File: src/rtl/scfp_pkg.sv
// Shared constants and types for the serial command frame parser.
// No dependencies; the RTL files refer to it by scoped names, the testbench files import it.
package scfp_pkg;

   // payload store geometry
   localparam int PAYLOAD_BYTES = 32;
   localparam int LEN_W         = $clog2(PAYLOAD_BYTES + 1);
   localparam int IDX_W         = $clog2(PAYLOAD_BYTES);

   // framing bytes
   localparam logic [7:0] CH_START    = 8'h41;  // 'A'
   localparam logic [7:0] CH_REQUEST  = 8'h73;  // 's'
   localparam logic [7:0] CH_CONTROL  = 8'h63;  // 'c'
   localparam logic [7:0] CH_FOOT_P   = 8'h70;  // 'p'
   localparam logic [7:0] CH_FOOT_K   = 8'h6B;  // 'k'

   // request keywords as little-endian words of store bytes 0..3
   localparam logic [31:0] KEY_PING = 32'h676E_6950;  // "Ping"
   localparam logic [31:0] KEY_TIME = 32'h656D_6954;  // "Time"

   // payload offsets of the control words
   localparam int OFS_X  = 0;
   localparam int OFS_Y  = 4;
   localparam int OFS_RZ = 20;

   // event codes
   localparam logic [1:0] EV_PING = 2'd0;
   localparam logic [1:0] EV_TIME = 2'd1;
   localparam logic [1:0] EV_CTRL = 2'd2;

   typedef struct packed {
      logic [1:0]  event_kind;
      logic [31:0] word_x;
      logic [31:0] word_y;
      logic [31:0] word_rz;
   } rsp_type;

endpackage

File: src/rtl/scfp_parser.sv
// Frame parser: phase sequencer, running checksum and payload store.
// Depends on scfp_pkg; emits one event on each passing decodable frame.
module scfp_parser (
   input  logic               clock,
   input  logic               reset,
   input  logic               byte_accept,
   input  logic [7:0]         rx_byte,
   output logic               hit_valid,
   output scfp_pkg::rsp_type  hit
);

   localparam logic [2:0] PH_HUNT   = 3'd0;
   localparam logic [2:0] PH_TYPE   = 3'd1;
   localparam logic [2:0] PH_LEN    = 3'd2;
   localparam logic [2:0] PH_DATA   = 3'd3;
   localparam logic [2:0] PH_CHK    = 3'd4;
   localparam logic [2:0] PH_FOOT_P = 3'd5;
   localparam logic [2:0] PH_FOOT_K = 3'd6;

   logic [2:0]                   phase_ff, phase_in;
   logic                         is_ctrl_ff, is_ctrl_in;
   logic [scfp_pkg::LEN_W-1:0]   len_ff, len_in;
   logic [scfp_pkg::LEN_W-1:0]   pos_ff, pos_in;
   logic [scfp_pkg::LEN_W-1:0]   pos_inc;
   logic [7:0]                   xor_ff, xor_in;
   logic [7:0]                   chk_ff, chk_in;
   logic [7:0]                   store_ff [scfp_pkg::PAYLOAD_BYTES];
   logic                         store_we;
   logic [31:0]                  w_x, w_y, w_rz;
   logic                         frame_ok;

   assign pos_inc = pos_ff + scfp_pkg::LEN_W'(1);

   assign w_x  = {store_ff[scfp_pkg::OFS_X+3],  store_ff[scfp_pkg::OFS_X+2],
                  store_ff[scfp_pkg::OFS_X+1],  store_ff[scfp_pkg::OFS_X]};
   assign w_y  = {store_ff[scfp_pkg::OFS_Y+3],  store_ff[scfp_pkg::OFS_Y+2],
                  store_ff[scfp_pkg::OFS_Y+1],  store_ff[scfp_pkg::OFS_Y]};
   assign w_rz = {store_ff[scfp_pkg::OFS_RZ+3], store_ff[scfp_pkg::OFS_RZ+2],
                  store_ff[scfp_pkg::OFS_RZ+1], store_ff[scfp_pkg::OFS_RZ]};

   always_comb begin
      phase_in   = phase_ff;
      is_ctrl_in = is_ctrl_ff;
      len_in     = len_ff;
      pos_in     = pos_ff;
      xor_in     = xor_ff;
      chk_in     = chk_ff;
      store_we   = 1'b0;
      case (phase_ff)
         PH_HUNT: begin
            if (rx_byte == scfp_pkg::CH_START) phase_in = PH_TYPE;
         end
         PH_TYPE: begin
            if (rx_byte == scfp_pkg::CH_REQUEST || rx_byte == scfp_pkg::CH_CONTROL) begin
               is_ctrl_in = (rx_byte == scfp_pkg::CH_CONTROL);
               phase_in   = PH_LEN;
            end else begin
               phase_in = PH_HUNT;
            end
         end
         PH_LEN: begin
            if (rx_byte > 8'(scfp_pkg::PAYLOAD_BYTES)) begin
               phase_in = PH_HUNT;
            end else begin
               len_in   = scfp_pkg::LEN_W'(rx_byte);
               pos_in   = '0;
               xor_in   = '0;
               phase_in = (rx_byte == 8'd0) ? PH_CHK : PH_DATA;
            end
         end
         PH_DATA: begin
            store_we = (pos_ff < scfp_pkg::LEN_W'(scfp_pkg::PAYLOAD_BYTES));
            xor_in   = xor_ff ^ rx_byte;
            pos_in   = pos_inc;
            if (pos_inc >= len_ff) phase_in = PH_CHK;
         end
         PH_CHK: begin
            chk_in   = rx_byte;
            phase_in = PH_FOOT_P;
         end
         PH_FOOT_P: begin
            phase_in = (rx_byte == scfp_pkg::CH_FOOT_P) ? PH_FOOT_K : PH_HUNT;
         end
         PH_FOOT_K: begin
            phase_in = PH_HUNT;
         end
         default: begin
            phase_in = PH_HUNT;
         end
      endcase
   end

   // decode the event on the closing footer byte
   assign frame_ok = (phase_ff == PH_FOOT_K) && (rx_byte == scfp_pkg::CH_FOOT_K)
                     && (chk_ff == xor_ff);

   always_comb begin
      hit.event_kind = scfp_pkg::EV_CTRL;
      hit.word_x     = '0;
      hit.word_y     = '0;
      hit.word_rz    = '0;
      hit_valid      = 1'b0;
      if (is_ctrl_ff) begin
         hit.word_x  = w_x;
         hit.word_y  = w_y;
         hit.word_rz = w_rz;
         hit_valid   = byte_accept && frame_ok;
      end else if (w_x == scfp_pkg::KEY_PING) begin
         hit.event_kind = scfp_pkg::EV_PING;
         hit_valid      = byte_accept && frame_ok;
      end else if (w_x == scfp_pkg::KEY_TIME) begin
         hit.event_kind = scfp_pkg::EV_TIME;
         hit_valid      = byte_accept && frame_ok;
      end
   end

   always_ff @(posedge clock) begin
      if (reset) begin
         phase_ff   <= PH_HUNT;
         is_ctrl_ff <= 1'b0;
         len_ff     <= '0;
         pos_ff     <= '0;
         xor_ff     <= '0;
         chk_ff     <= '0;
         for (int i = 0; i < scfp_pkg::PAYLOAD_BYTES; i++) begin
            store_ff[i] <= '0;
         end
      end else if (byte_accept) begin
         phase_ff   <= phase_in;
         is_ctrl_ff <= is_ctrl_in;
         len_ff     <= len_in;
         pos_ff     <= pos_in;
         xor_ff     <= xor_in;
         chk_ff     <= chk_in;
         if (store_we) store_ff[pos_ff[scfp_pkg::IDX_W-1:0]] <= rx_byte;
      end
   end

endmodule

File: src/rtl/scfp_out_stage.sv
// Result register with a one-entry skid buffer behind it.
// Depends on scfp_pkg for the result word type.
module scfp_out_stage (
   input  logic               clock,
   input  logic               reset,
   input  logic               hit_valid,
   input  scfp_pkg::rsp_type  hit,
   output logic               in_ready,
   output logic               out_valid,
   input  logic               out_ready,
   output scfp_pkg::rsp_type  out_data
);

   logic              out_valid_ff, out_valid_in;
   logic              skid_valid_ff, skid_valid_in;
   scfp_pkg::rsp_type out_data_ff, out_data_in;
   scfp_pkg::rsp_type skid_data_ff, skid_data_in;
   logic              out_free;

   assign in_ready  = !skid_valid_ff;
   assign out_valid = out_valid_ff;
   assign out_data  = out_data_ff;
   assign out_free  = !out_valid_ff || out_ready;

   always_comb begin
      out_valid_in  = out_valid_ff;
      out_data_in   = out_data_ff;
      skid_valid_in = skid_valid_ff;
      skid_data_in  = skid_data_ff;
      if (out_free) begin
         // refill from the skid first, then from the parser
         if (skid_valid_ff) begin
            out_valid_in  = 1'b1;
            out_data_in   = skid_data_ff;
            skid_valid_in = 1'b0;
         end else begin
            out_valid_in = hit_valid;
            out_data_in  = hit;
         end
      end else if (hit_valid) begin
         skid_valid_in = 1'b1;
         skid_data_in  = hit;
      end
   end

   always_ff @(posedge clock) begin
      if (reset) begin
         out_valid_ff  <= 1'b0;
         skid_valid_ff <= 1'b0;
      end else begin
         out_valid_ff  <= out_valid_in;
         skid_valid_ff <= skid_valid_in;
      end
      out_data_ff  <= out_data_in;
      skid_data_ff <= skid_data_in;
   end

endmodule

File: src/rtl/serial_command_frame_parser_top.sv
// Top level of the serial command frame parser.
// Depends on scfp_pkg, scfp_parser and scfp_out_stage.
//
// Takes one received byte per word on the req_ channel and recognizes frames
// of the form 'A', type ('s' request or 'c' control), length, payload, XOR
// checksum, 'p', 'k'. A passing control frame yields event kind 2 with three
// little-endian words from payload offsets 0, 4 and 20; a passing request
// frame whose payload starts "Ping" or "Time" yields kind 0 or 1 with zero
// words; anything else yields nothing. Lengths above 32 abandon the frame.
// Payload bytes beyond a short frame's length keep earlier contents (zero
// after reset). Rate: one byte per cycle while req_ready is high; each byte
// is a single pass through the phase sequencer. Results are registered
// before rsp_ shows them. A result register plus one skid entry part the
// two sides, so req_ready drops only while both hold results. Reset is
// synchronous; no clearing pass is needed.
module serial_command_frame_parser_top (
   input  logic        clock,
   input  logic        reset,
   input  logic        req_valid,
   output logic        req_ready,
   input  logic [7:0]  req_rx_byte,
   output logic        rsp_valid,
   input  logic        rsp_ready,
   output logic [1:0]  rsp_event_kind,
   output logic [31:0] rsp_word_x,
   output logic [31:0] rsp_word_y,
   output logic [31:0] rsp_word_rz
);

   logic              byte_accept;
   logic              hit_valid;
   scfp_pkg::rsp_type hit;
   scfp_pkg::rsp_type rsp_data;

   // advance the parser only on an accepted word
   assign byte_accept = req_valid && req_ready;

   scfp_parser u_parser (
      .clock       (clock),
      .reset       (reset),
      .byte_accept (byte_accept),
      .rx_byte     (req_rx_byte),
      .hit_valid   (hit_valid),
      .hit         (hit)
   );

   scfp_out_stage u_out_stage (
      .clock     (clock),
      .reset     (reset),
      .hit_valid (hit_valid),
      .hit       (hit),
      .in_ready  (req_ready),
      .out_valid (rsp_valid),
      .out_ready (rsp_ready),
      .out_data  (rsp_data)
   );

   assign rsp_event_kind = rsp_data.event_kind;
   assign rsp_word_x     = rsp_data.word_x;
   assign rsp_word_y     = rsp_data.word_y;
   assign rsp_word_rz    = rsp_data.word_rz;

endmodule

File: config.mk
export PLATFORM = sky130hd
export DESIGN_NAME = serial_command_frame_parser_top
export DESIGN_NICKNAME = d
export VERILOG_FILES = /design/src/rtl/scfp_pkg.sv /design/src/rtl/scfp_parser.sv /design/src/rtl/scfp_out_stage.sv /design/src/rtl/serial_command_frame_parser_top.sv
export SDC_FILE = /design/constraint.sdc
export NUM_CORES = 1
export LEC_CHECK = 0
export ABC_AREA = 1
export BUFFER_PORTS_ARGS = -buffer_cell sky130_fd_sc_hd__buf_4
export CORE_MARGIN = 2
export CORE_UTILIZATION = 54
export DETAILED_ROUTE_END_ITERATION = 7
export GPL_ROUTABILITY_DRIVEN = 0
export GPL_TIMING_DRIVEN = 0
export PLACE_DENSITY = 0.79
export SLEW_MARGIN = 5
export SYNTH_ARGS = -nofsm -noshare
export SYNTH_HDL_FRONTEND = slang
export SYNTH_SLANG_ARGS = --single-unit
File: constraint.sdc
create_clock -name clock -period 6.3 [get_ports clock]
set_clock_uncertainty 0.2 [all_clocks]
set_input_delay 0.315 -clock clock [delete_from_list [all_inputs] [get_ports clock]]
set_output_delay 0.315 -clock clock [all_outputs]
set_load 0.02 [all_outputs]
== Word level (Yosys, flattened, before mapping) ==
Memory sizes are Yosys's and may differ from the RTL's.
Cells that the tools add are included.
W data, S select, Z words.

* $add $sub $neg: 1
* $lt $le $gt $ge: 3
* Equality and inequality tests: 17
* Multiplexer cells: 30
* Bitwise logic cells: 3
* Reduce and logical (&&, ||, !) cells: 19

{| class="wikitable"
|+ Operators by type and width
! operator !! count
|-
| $mux W98 || 1
|-
| $mux W96 || 1
|-
| $eq A32 B31 Y1 const B || 2
|-
| $eq A8 B7 Y1 const B || 5
|-
| $pmux W3 S6 || 1
|-
| $mux W8 || 2
|-
| $pmux W8 S2 || 1
|-
| $mux W3 || 5
|-
| $mux W1 || 12
|-
| $pmux W6 S2 || 1
|-
| $reduce_and A3 Y1 || 4
|-
| $eq A3 B3 Y1 const B || 3
|-
| $eq A8 B8 Y1 || 1
|-
| $gt A8 B6 Y1 const B || 1
|-
| $logic_not A8 Y1 || 1
|-
| $mux W2 || 4
|-
| $reduce_or A8 Y1 || 1
|-
| $xor A8 B8 Y8 || 1
|-
| $add A6 B1 Y6 const B || 1
|-
| $eq A3 B2 Y1 const B || 2
|-
| $ge A6 B6 Y1 || 1
|-
| $lt A6 B6 Y1 const B || 1
|-
| $mux W6 || 1
|-
| $mux W5 || 1
|-
| other kinds (11) || 19
|}

* Flip-flop bits (word level): 230
* Bits in writable memories: 256
* Output and inout port bits: 100
* Memories: 1

{| class="wikitable"
|+ Memories
! name !! words !! width !! rd ports !! clocked after memory_dff !! write ports !! line !! RTL
|-
| u_parser.store_ff || 32 || 8 || 12 || 0 || 32 || scfp_parser.sv:27 || <nowiki>logic [7:0] store_ff [scfp_pkg::PAYLOAD_BYTES];</nowiki>
|}

== Logic depth before layout (Yosys ltp) ==
* Depth in word-level cells: 8
* Depth in mapped cells: 16
* Mapped depth without buffers: 15

== Cells and area by module ==
From an unflattened synthesis, not the netlist that was laid out.

* Cell total of the unflattened synthesis: 1294
* Area, all modules: 13681.9 um^2

{| class="wikitable"
|+ By module, submodules not included
! module !! instances !! cells an instance !! area each (um^2) !! sequential area each (um^2)
|-
| scfp_out_stage || 1 || 524 || 7216.9 || 5925.7
|-
| scfp_parser || 1 || 768 || 6457.4 || 3523.4
|-
| serial_command_frame_parser_top || 1 || 2 || 7.5 || 0.0
|}

== Worst setup path after synthesis ==
OpenSTA, ideal clock, no wires.

* Path kind: register to register
* Start: reg u_out_stage.out_valid_ff, in the netlist u_out_stage.out_valid
* End: reg u_out_stage.skid_data_ff[0] in the netlist's numbering (enable)
* Arrival: 6.299 ns
* Slack: -0.755 ns
* Stages on the path, launching flop included: 5
* Path buffers: 0
* Path through: dfxtp_1 -> inv_1 -> nor2_1 -> inv_1 -> nor2_1

* Longest elaborated chain between the ends: 4

{| class="wikitable"
|+ Ends and longest elaborated chain
! item !! line !! RTL
|-
| start, declared || scfp_out_stage.sv:14 || <nowiki>logic out_valid_ff, out_valid_in;</nowiki>
|-
| start signal, assigned || scfp_out_stage.sv:51 || <nowiki>out_valid_ff <= out_valid_in;</nowiki>
|-
| $logic_not A1 Y1 || scfp_out_stage.sv:23 || <nowiki>assign out_free = !out_valid_ff || out_ready;</nowiki>
|-
| $logic_or A1 B1 Y1 || scfp_out_stage.sv:23 ||
|-
| named net u_out_stage.out_free || scfp_out_stage.sv:18 || <nowiki>logic out_free;</nowiki>
|-
| $not A1 Y1 (no source line) || -- ||
|-
| $reduce_and A2 Y1 (no source line) || -- ||
|-
| end signal, assigned || scfp_out_stage.sv:55 || <nowiki>skid_data_ff <= skid_data_in;</nowiki>
|-
| end, declared || scfp_out_stage.sv:17 || <nowiki>scfp_pkg::rsp_type skid_data_ff, skid_data_in;</nowiki>
|}

The timed path passes the listed nets, and every way through them passes these cells.
A chain may end at the register's enable or synchronous reset.

== Worst setup path in the final report ==
* Start: reg u_out_stage.skid_valid_ff
* End: reg u_out_stage.skid_data_ff[47] in the netlist's numbering (enable)

* Longest elaborated chain between the ends: 7

{| class="wikitable"
|+ Ends and longest elaborated chain
! item !! line !! RTL
|-
| start, declared || scfp_out_stage.sv:15 || <nowiki>logic skid_valid_ff, skid_valid_in;</nowiki>
|-
| start signal, assigned || scfp_out_stage.sv:52 || <nowiki>skid_valid_ff <= skid_valid_in;</nowiki>
|-
| $logic_not A1 Y1 * || scfp_out_stage.sv:20 || <nowiki>assign in_ready = !skid_valid_ff;</nowiki>
|-
| $logic_and A1 B1 Y1 * || serial_command_frame_parser_top.sv:36 || <nowiki>assign byte_accept = req_valid && req_ready;</nowiki>
|-
| $logic_and A1 B1 Y1 * || scfp_parser.sv:107, scfp_parser.sv:110, scfp_parser.sv:113 ||
|-
| $mux W1 || scfp_parser.sv:111 || <nowiki>end else if (w_x == scfp_pkg::KEY_TIME) begin</nowiki>
|-
| $mux W1 || scfp_parser.sv:108 || <nowiki>end else if (w_x == scfp_pkg::KEY_PING) begin</nowiki>
|-
| $mux W1 * || scfp_parser.sv:103 || <nowiki>if (is_ctrl_ff) begin</nowiki>
|-
| $reduce_and A2 Y1 (no source line) * || -- ||
|}

Every way passes the cells marked *; elsewhere a longest branch is shown, timed or not.

==> results.yml <==
clock_network:
  cts_max_path_buffers: 3
  insertion_delay_ns: 0.56
  htree_levels: 1
  cts-root-buf: "clkbuf_16"
  clkSlewWorstSetupHoldPaths_ns: 0.06
  clock_sinks: 326
  cts_buffers: 30
  cts_tree: "yes"
  cts_resized: 0
synth:
  synth_area_um2: 13370
  ys_ff_latch: 326
  synthAdderAreaFrac_pct: 0.9359
  synth_cell_types: 28
  synth-compound-area-share_pct: 5.503
  syn-num-nets: 1227
  synth_cells: 1205
  synthMuxAreaShare_pct: 0
  yosys.area_share.simple_pct: 15.82
  synth-xor-area-share_pct: 0.9172
  synth_top_family_by_area: "simple AND/OR/NAND/NOR gates"
  syn_area_per_cell_um2: 11.09
  synth_warnings: 0
  ys_seq_area_share_pct: 70.68
die:
  die_h_um: 161.3
  core_um2: 24320
  io_pins: 112
  fp.dieW_um: 161.3
  start_util_pct: 54.97
  dieArea_um2: 26030
  core.rowCount: 57
cells_and_area:
  drive_above_1_share_pct: 14.02
  fin_util_pct: 64.76
  fin_area_um2: 15750
  fin_nets: 1382
  n_fill_cell: 1736
  n_antenna_cell: 0
  syn_to_final_growth_pct: 17.80
setup_path:
  worst_setup_path_start_kind: "flip-flop"
  worstPathArrival_ns: 2.94
  crit_type: "flip-flop to flip-flop"
  crit_path_end_kind: "flip-flop"
  reg2reg_slack_ns: 3.41
  cp_max_fo: 31
  r2r_end: "u_out_stage.skid_data_ff[47]"
  r2r_start: "u_out_stage.skid_valid_ff"
  required_ns: 6.36
  reg2regPathDepth: 9
routing:
  viasPerCell: 5.302
  first_pass_iters: 6
  drc: 0
  vias: 9055
  wl_mm: 28.47
  wl_per_cell_um: 16.67
  drt_iter0_drc: 901
  final_antenna_net_count: 0
timing:
  post-route-min-period_ns: 2.887
  whs_ns: 0.02975
  worst_slew_pin_slew_ns: 0.8665
  period_share_pct: 45.83
  max-slew-margin-rel_pct: 42.24
  max_freq_ghz: 0.3464
  slew_viol_final: 0
  worst_slack_ns: 3.413
  grt_setup_unrepaired: "false"
  final-hold-violation-count: 0
  setup_viol: 0
placed_design:
  hpwl_mm: 19.25
  io_buffers: 111
  dp_slack_ns: 3.458
  dpl_cell_area_um2: 14710
hold_path:
  hold_path_startpoint: "reset"
  hold_depth: 4
  min_to: "u_parser.chk_ff[7]"
  hp-class: "input port to flip-flop"
global_routing:
  gr-usage-all-layers_pct: 21.90
  grt_overflow: 0
  grt_pass1_wl_mm: 44.61
  grt_pass1_vias: 8679
  grt_max_degree: 63
  antenna_found_initial: 0
pwr:
  ir_drop_v: 0.0002005
  p_leak_nw: 6.969
  power_density_nw_per_um2: 266.0
flow_run:
  maxCapViolCount: 0
run_status:
  status: "finished clean"
-- area by class of cell --
cell class	instances	area, um^2	share of cell area [%]
plain buffers	51	217.7	1.382
clock buffers	44	844.6	5.363
clock inverters	12	111.4	0.7071
inverters	161	606.8	3.853
multi-input cells	667	3105	19.72
flip-flops and latches	326	9449	60.00
well taps	324	405.4	2.574
repair buffers	123	1008	6.403
-- worst max-delay path: stages (launching register included) --
cell and delay (ns):
dfxtp_1 0.47, nor2_4 0.24, nand2_1 0.08, nor3_1 0.19, nand2_1 0.09, nor2_1 0.14
nand2_1 0.15, nor2_4 0.53, buf_16 0.25, buf_12 0.22
-- metal layers --
metal	vias to the layer above	wire length [um]	GRT usage (%)	share of wire, %
li1	4268	-	-	-
met1	4305	11020	28.14	39
met2	406	14120	37.47	50
met3	76	2337	3.287	8.2
met4	0	990	9.172	3.5
met5	-	0	0	0
-- where the power goes --
group          switching (mW)  total, mW  internal [mW]
sequential             0.0101       2.36           2.35
combinational          0.0506     0.0665         0.0160
clock                   0.756       1.76           1.01
-- cells in the mapped netlist (all sizes together) --
cell / count / area [um^2]
a21oi: 27 / 135.1
and3: 1 / 6.260
buf: 10 / 63.81
clkbuf: 41 / 153.9
dfxtp: 34 / 680.7
edfxtp: 292 / 8768
ha: 10 / 125.1
inv: 161 / 604.3
nand2: 284 / 1066
nand3: 34 / 310.3
nand3b: 3 / 22.52
nand4: 2 / 12.51
nor2: 164 / 638.1
nor3: 7 / 51.30
nor3b: 1 / 7.510
o21ai: 120 / 600.6
xnor2: 9 / 78.83
xor2: 5 / 43.79
-- worst max-delay path by stage --
stage,to,cells after the start,slack [ns],from
after floorplan,u_out_stage.skid_data_ff[0],4,-0.73,u_out_stage.out_valid
after global placement,u_out_stage.skid_data_ff[46],4,-4.02,rsp_ready
after detailed placement,u_out_stage.skid_data_ff[47],10,3.46,req_rx_byte[2]
after CTS,req_ready,4,3.42,u_out_stage.skid_valid_ff
after global routing,u_parser.phase_ff[2],16,3.17,u_parser.pos_ff[0]
final,u_out_stage.skid_data_ff[47],9,3.41,u_out_stage.skid_valid_ff
-- metrics by stage --
stage | power, mW | setup TNS (ns) | cells
after CTS | 4.209 | 0 | 1708
after floorplan | 2.433 | -71.21 | 1205
after global placement | 2.464 | -392.93 | 1640
final | 4.189 | 0 | 1708
after global routing | 4.293 | 0 | 1708
after detailed placement | 2.466 | 0 | 1644
-- placed cells by master (no fill, tap or decap), types with 4 or more instances in the layout --
cell,n
dfxtp_1,34
a21oi_1,27
nand2_1,284
buf_4,111
nand3_4,10
ha_1,10
inv_1,155
edfxtp_1,292
nor2_1,156
nor2_2,6
nand3_1,21
clkinv_2,4
inv_2,5
o21ai_0,119
clkinv_1,4
clkbuf_1,52
xnor2_1,9
buf_2,8
nor3_1,5
clkbuf_16,31
xor2_1,5
dlygate4sd3_1,8
-- cell families after synthesis --
logic type               after synthesis
adder cells (fa/ha/maj)               10
flip-flops                           326
AO/OA/AOI/OAI                        147
AND/OR/NAND/NOR                      496
XOR/XNOR                              14
buffers and inverters                212
-- flip-flops by register name, indices dropped and copies added (netlist names) --
name / cells
u_parser.is_ctrl_ff: 1
u_parser.xor_ff: 8
u_parser.store_ff: 96
u_out_stage.skid_valid_ff: 1
u_out_stage.out_valid: 1
u_parser.chk_ff: 8
u_parser.phase_ff: 3
u_out_stage.skid_data_ff: 98
u_out_stage.out_data: 98
u_parser.pos_ff: 6
u_parser.len_ff: 6
-- repair_timing --
action,CTS,global route
setup endpoints to repair,0,0
hold buffers,8,0
hold endpoints to repair,30,0
buffers inserted,0,0
Power figures use the tool's default switching activity.
